==> src/sv/clg_pkg.sv <==
package clg_pkg;

  localparam int NUM_CELLS = 1024;
  localparam int CELL_W    = 10;
  localparam int BOUND_TOL = 0;

  localparam int CMD_W = 3;
  localparam int K_W   = 17;
  localparam int LIM_W = 17;

  localparam logic [LIM_W-1:0] ONE_Q16 = 17'd65536;

  localparam logic [CMD_W-1:0] CMD_LOAD = 3'd0;
  localparam logic [CMD_W-1:0] CMD_IBND = 3'd1;
  localparam logic [CMD_W-1:0] CMD_BBND = 3'd2;
  localparam logic [CMD_W-1:0] CMD_FIN  = 3'd3;
  localparam logic [CMD_W-1:0] CMD_ILIM = 3'd4;
  localparam logic [CMD_W-1:0] CMD_BLIM = 3'd5;
  localparam logic [CMD_W-1:0] CMD_READ = 3'd6;

  // divider operand widths: dividend magnitude below 2^48, divisor below 2^49
  localparam int DVD_W  = 49;
  localparam int DVS_W  = 50;
  localparam int EXT_W  = 50;
  localparam int PROD_W = 65;
  localparam int SAT_W  = 51;

  typedef struct packed {
    logic [CMD_W-1:0]   command;
    logic [CELL_W-1:0]  cell_idx;
    logic [CELL_W-1:0]  neighbour;
    logic signed [31:0] sample;
    logic signed [31:0] grad_x;
    logic signed [31:0] grad_y;
    logic signed [31:0] grad_z;
    logic signed [31:0] pos_x;
    logic signed [31:0] pos_y;
    logic signed [31:0] pos_z;
  } item_t;

  typedef struct packed {
    logic [CELL_W-1:0]  cell_idx;
    logic [LIM_W-1:0]   limit;
    logic signed [31:0] x;
    logic signed [31:0] y;
    logic signed [31:0] z;
  } result_t;

  function automatic logic signed [31:0] sat32(input logic signed [SAT_W-1:0] v);
    logic hi_same;
    hi_same = (v[SAT_W-1:31] == '0) || (v[SAT_W-1:31] == '1);
    if (hi_same) begin
      return v[31:0];
    end else if (v[SAT_W-1]) begin
      return 32'h8000_0000;
    end else begin
      return 32'h7fff_ffff;
    end
  endfunction

endpackage

==> src/sv/clg_front.sv <==
module clg_front (
  input  logic                      clk,
  input  logic                      rst_n,
  input  logic                      push,
  output logic                      full,
  input  clg_pkg::item_t            in_item,
  input  logic [clg_pkg::K_W-1:0]   relax_k,
  output logic                      q_valid,
  output clg_pkg::item_t            q_item,
  input  logic                      q_pop
);
  import clg_pkg::*;

  item_t      ent_r [2];
  logic       wr_ptr_r, wr_ptr_nxt;
  logic       rd_ptr_r, rd_ptr_nxt;
  logic [1:0] cnt_r, cnt_nxt;

  logic accept, keep, c_ok, n_ok, is_lim, do_wr, do_rd;

  assign full   = (cnt_r == 2'd2);
  assign accept = push && !full;
  assign c_ok   = 32'(in_item.cell_idx) < NUM_CELLS;
  assign n_ok   = 32'(in_item.neighbour) < NUM_CELLS;
  assign is_lim = (in_item.command == CMD_ILIM) || (in_item.command == CMD_BLIM);

  // drop requests that can have no effect
  always_comb begin
    keep = c_ok;
    if (in_item.command == CMD_ILIM || in_item.command == CMD_IBND) begin
      keep = keep && n_ok;
    end
    if (is_lim && relax_k == '0) begin
      keep = 1'b0;
    end
    if (in_item.command > CMD_READ) begin
      keep = 1'b0;
    end
  end

  assign do_wr = accept && keep;
  assign do_rd = q_pop && (cnt_r != 2'd0);

  always_comb begin
    wr_ptr_nxt = do_wr ? !wr_ptr_r : wr_ptr_r;
    rd_ptr_nxt = do_rd ? !rd_ptr_r : rd_ptr_r;
    cnt_nxt    = cnt_r + 2'(do_wr) - 2'(do_rd);
  end

  always_ff @(posedge clk) begin
    if (!rst_n) begin
      wr_ptr_r <= 1'b0;
      rd_ptr_r <= 1'b0;
      cnt_r    <= 2'd0;
    end else begin
      wr_ptr_r <= wr_ptr_nxt;
      rd_ptr_r <= rd_ptr_nxt;
      cnt_r    <= cnt_nxt;
    end
  end

  always_ff @(posedge clk) begin
    if (do_wr) begin
      ent_r[wr_ptr_r] <= in_item;
    end
  end

  assign q_valid = (cnt_r != 2'd0);
  assign q_item  = ent_r[rd_ptr_r];

endmodule

==> config.mk <==
export PLATFORM = sky130hd
export DESIGN_NAME = clg_front
export DESIGN_NICKNAME = d
export VERILOG_FILES = /design/src/sv/clg_pkg.sv /design/src/sv/clg_front.sv
export SDC_FILE = /design/constraint.sdc
export NUM_CORES = 1
export LEC_CHECK = 0
export BUFFER_PORTS_ARGS = -buffer_cell sky130_fd_sc_hd__buf_4
export CORE_AREA = 5 5 198 200
export CTS_CLUSTER_DIAMETER = 60
export DETAILED_ROUTE_END_ITERATION = 6
export DIE_AREA = 0 0 203 205
export PLACE_DENSITY = 0.79
export SLEW_MARGIN = 40
export SYNTH_ARGS = -nofsm -noshare
export SYNTH_HDL_FRONTEND = slang
export SYNTH_SLANG_ARGS = --single-unit
==> constraint.sdc <==
create_clock -name clk -period 18.65 [get_ports clk]
set_input_delay 3.73 -clock clk [delete_from_list [all_inputs] [get_ports clk]]
set_output_delay 3.73 -clock clk [all_outputs]
set_load 0.1 [all_outputs]
==> impl_metrics.yaml <==
setup_path:
  reg2reg_setup_slack_ps: 15580
  crit_top_cell: "buf_4"
  path_cells: "buf_4 > buf_6 > mux2_2 > buf_4"
  cp.arrival_ps: 3500
  reg2reg_depth: 6
  slowest_stage: "dfxtp_4"
  worstSetupPathType: "register to output pin"
  required_ps: 14920
  cp_slowest_stage_delay_ps: 850
  r2r-start: "cnt_r[1]"
  cp-end-kind: "output pin"
  cp-start-kind: "register"
  path_max_fanout: 77
  r2r_end: "ent_r[1][145]"
placed_design:
  place_inst: 1777
  gp_congestion: 0.889
  port_buffers: 516
  dp_hpwl_mm: 29.4
synth:
  synth_fp_nets: 1073
  synth_seq_cells: 499
  synth_top_cell_area_share_pct: 82.2
  syn_inst: 803
  yosysTopAreaCell: "edfxtp_1"
  avgSynthCellArea_sq_um: 22.5
  synth_edf_count: 494
  synthArstFlopShare_pct: 0
  synth-main-ff-cell: "edfxtp_1"
  yosysMostFrequentCell: "edfxtp_1"
  synth_cell_types: 21
  synth_seq_area_share_pct: 82.7
  yosys_warnings: 0
  synth.top_cells.by_count: "edfxtp_1 (494), mux2_2 (247), buf_2 (27), dfxtp_1 (5)"
  syn-cell-area_sq_um: 18100
  synth_area_leaders: "edfxtp_1 (82%), mux2_2 (15%), buf_2 (0.75%), dfxtp_1 (0.55%), xnor2_1 (0.15%)"
outcome:
  status: "finished, final reports clean"
cts:
  post-cts-setup-buffers: 0
  htreeDepth: 2
  cts_tree: "yes"
  holdBufCountCts: 0
  cts_buffers: 50
  clock_latency_ps: 570
  clk_pin_slew_ps: 60
  cts.path.max_buffers: 3
  cts-root-buf: "clkbuf_16"
  cts_resized: 0
  clock_sinks: 499
timing:
  finalCriticalPeriod_ps: 7230
  tns_ps: 0
  rsz0062_at_grt: "no"
  slew_viol_final: 0
  finalCritPeriodShare_pct: 38.8
  relSlewSlack_pct: 47.3
  max_freq_ghz: 0.138
  worst_pin_slew_ps: 790
  clock_skew_ps: 19.2
  finalSetupViolations: 0
  holdWs_ps: 543
  timing.final.hold_violations: 0
global_routing:
  grt_pass1_vias: 10300
  track_usage_pct: 19.6
  overflow: 0
  grt_pass1_wl_mm: 61.4
  grt_antenna_before_repair: 1
  grt_max_degree: 78
cells_and_area:
  fin_nets: 1625
  syn_to_final_growth_pct: 33.6
  fin_cells: 1868
  antenna_cells: 0
  drive_gt1_share_pct: 60.9
detailed_routing:
  vias: 9676
  drc: 0
  first_pass_iters: 4
  routed_via_density: 5.18
  antenna_left: 0
  wl_mm: 42.2
  wire_per_inst_um: 22.6
  drt_iter0_drc: 597
worst_hold_path:
  hp-class: "register to register"
  hold_path_depth: 2
  min_from: "rd_ptr_r"
floorplan:
  pin_count: 517
  fp.dieW_um: 203
  start_util_pct: 48.5
  dieArea_sq_um: 41600
  rows: 71
  core_sq_um: 37200
  die_y_um: 205
job:
  maxCapViolations: 0
## routing by layer
metal / vias up / share of wire [%] / track usage [%] / wire length (um)
li1: 4319 / - / - / -
met1: 4805 / 37 / 23.8 / 15600
met2: 462 / 51 / 33.2 / 21400
met3: 88 / 9.0 / 6.35 / 3800
met4: 2 / 3.5 / 7.08 / 1460
met5: - / 0.047 / 0 / 20
## logic make-up (layout without fill, tap and decap cells)
kind of cell	Yosys count	after routing	share of synthesized area [%]
AOI/OAI and AO/OA	4	4	0.166
xor gates and xnor gates	3	3	0.146
adders and majority gates	2	2	0.139
buffers and inverters	30	621	0.811
DFF	499	499	82.7
muxes	247	247	15.4
and+or+nand+nor	18	18	0.603
## cell usage in the layout (no fill, tap or decap), drive strengths merged
cell      Yosys  routed
a311oi        1       1
and2          3       3
buf          27     527
bufinv        0       5
clkbuf        0      61
clkinv        0      21
clkinvlp      0       3
dfxtp         5       5
edfxtp      494     494
ha            2       2
inv           3       4
mux2        247     247
nand2         2       2
nand3         1       1
nor2          2       2
nor2b         3       3
nor3          1       1
nor4          3       3
nor4b         1       1
o2111ai       1       1
o211ai        1       1
o21ai         1       1
or2           1       1
or3           1       1
xnor2         3       3
## cell type report
type                       instances  area [sq um]
sequential                       499         14900
fill                            2482         13100
timing repair buffer             527          3990
multi-input combinational        274          2990
clock buffer                      61          1310
tap                              474           593
clock inverter                    30           289
inverter                           3          11.3
## worst max-delay path, delay by kind of cell (launching register included)
| kind | cells | cell delay (ps) |
|---|---|---|
| buffers and inverters | 3 | 1540 |
| DFF | 1 | 850 |
| muxes | 1 | 430 |
## sequential cells by signal, summed over array words and instances, names as in the netlist, named ones only
| signal | cells |
|---|---|
| ent_r | 494 |
| wr_ptr_r | 1 |
| rd_ptr_r | 1 |
| cnt_r | 2 |
## worst max path at each step
stage                    endpoint  cells past startpoint  slack (ps)
floorplan             ent_r[0][0]                      3        3300
global placement    ent_r[1][146]                      6       11840
detailed placement    q_item[187]                      4       11720
CTS                    q_item[93]                      4       11140
global route           q_item[93]                      4       11250
finish                 q_item[93]                      4       11420
## metrics by stage
step	utilization, %	setup slack, ps	area (sq um)
after detailed placement	60.4	11720	22500
after floorplan	-	3300	18100
after global placement	60.4	11840	22500
final	64.8	11420	24100
after global routing	64.8	11250	24100
after CTS	64.8	11140	24100
Power is not shown: default switching activity piles up to over one toggle a cycle in this logic, so the estimate is an artifact.
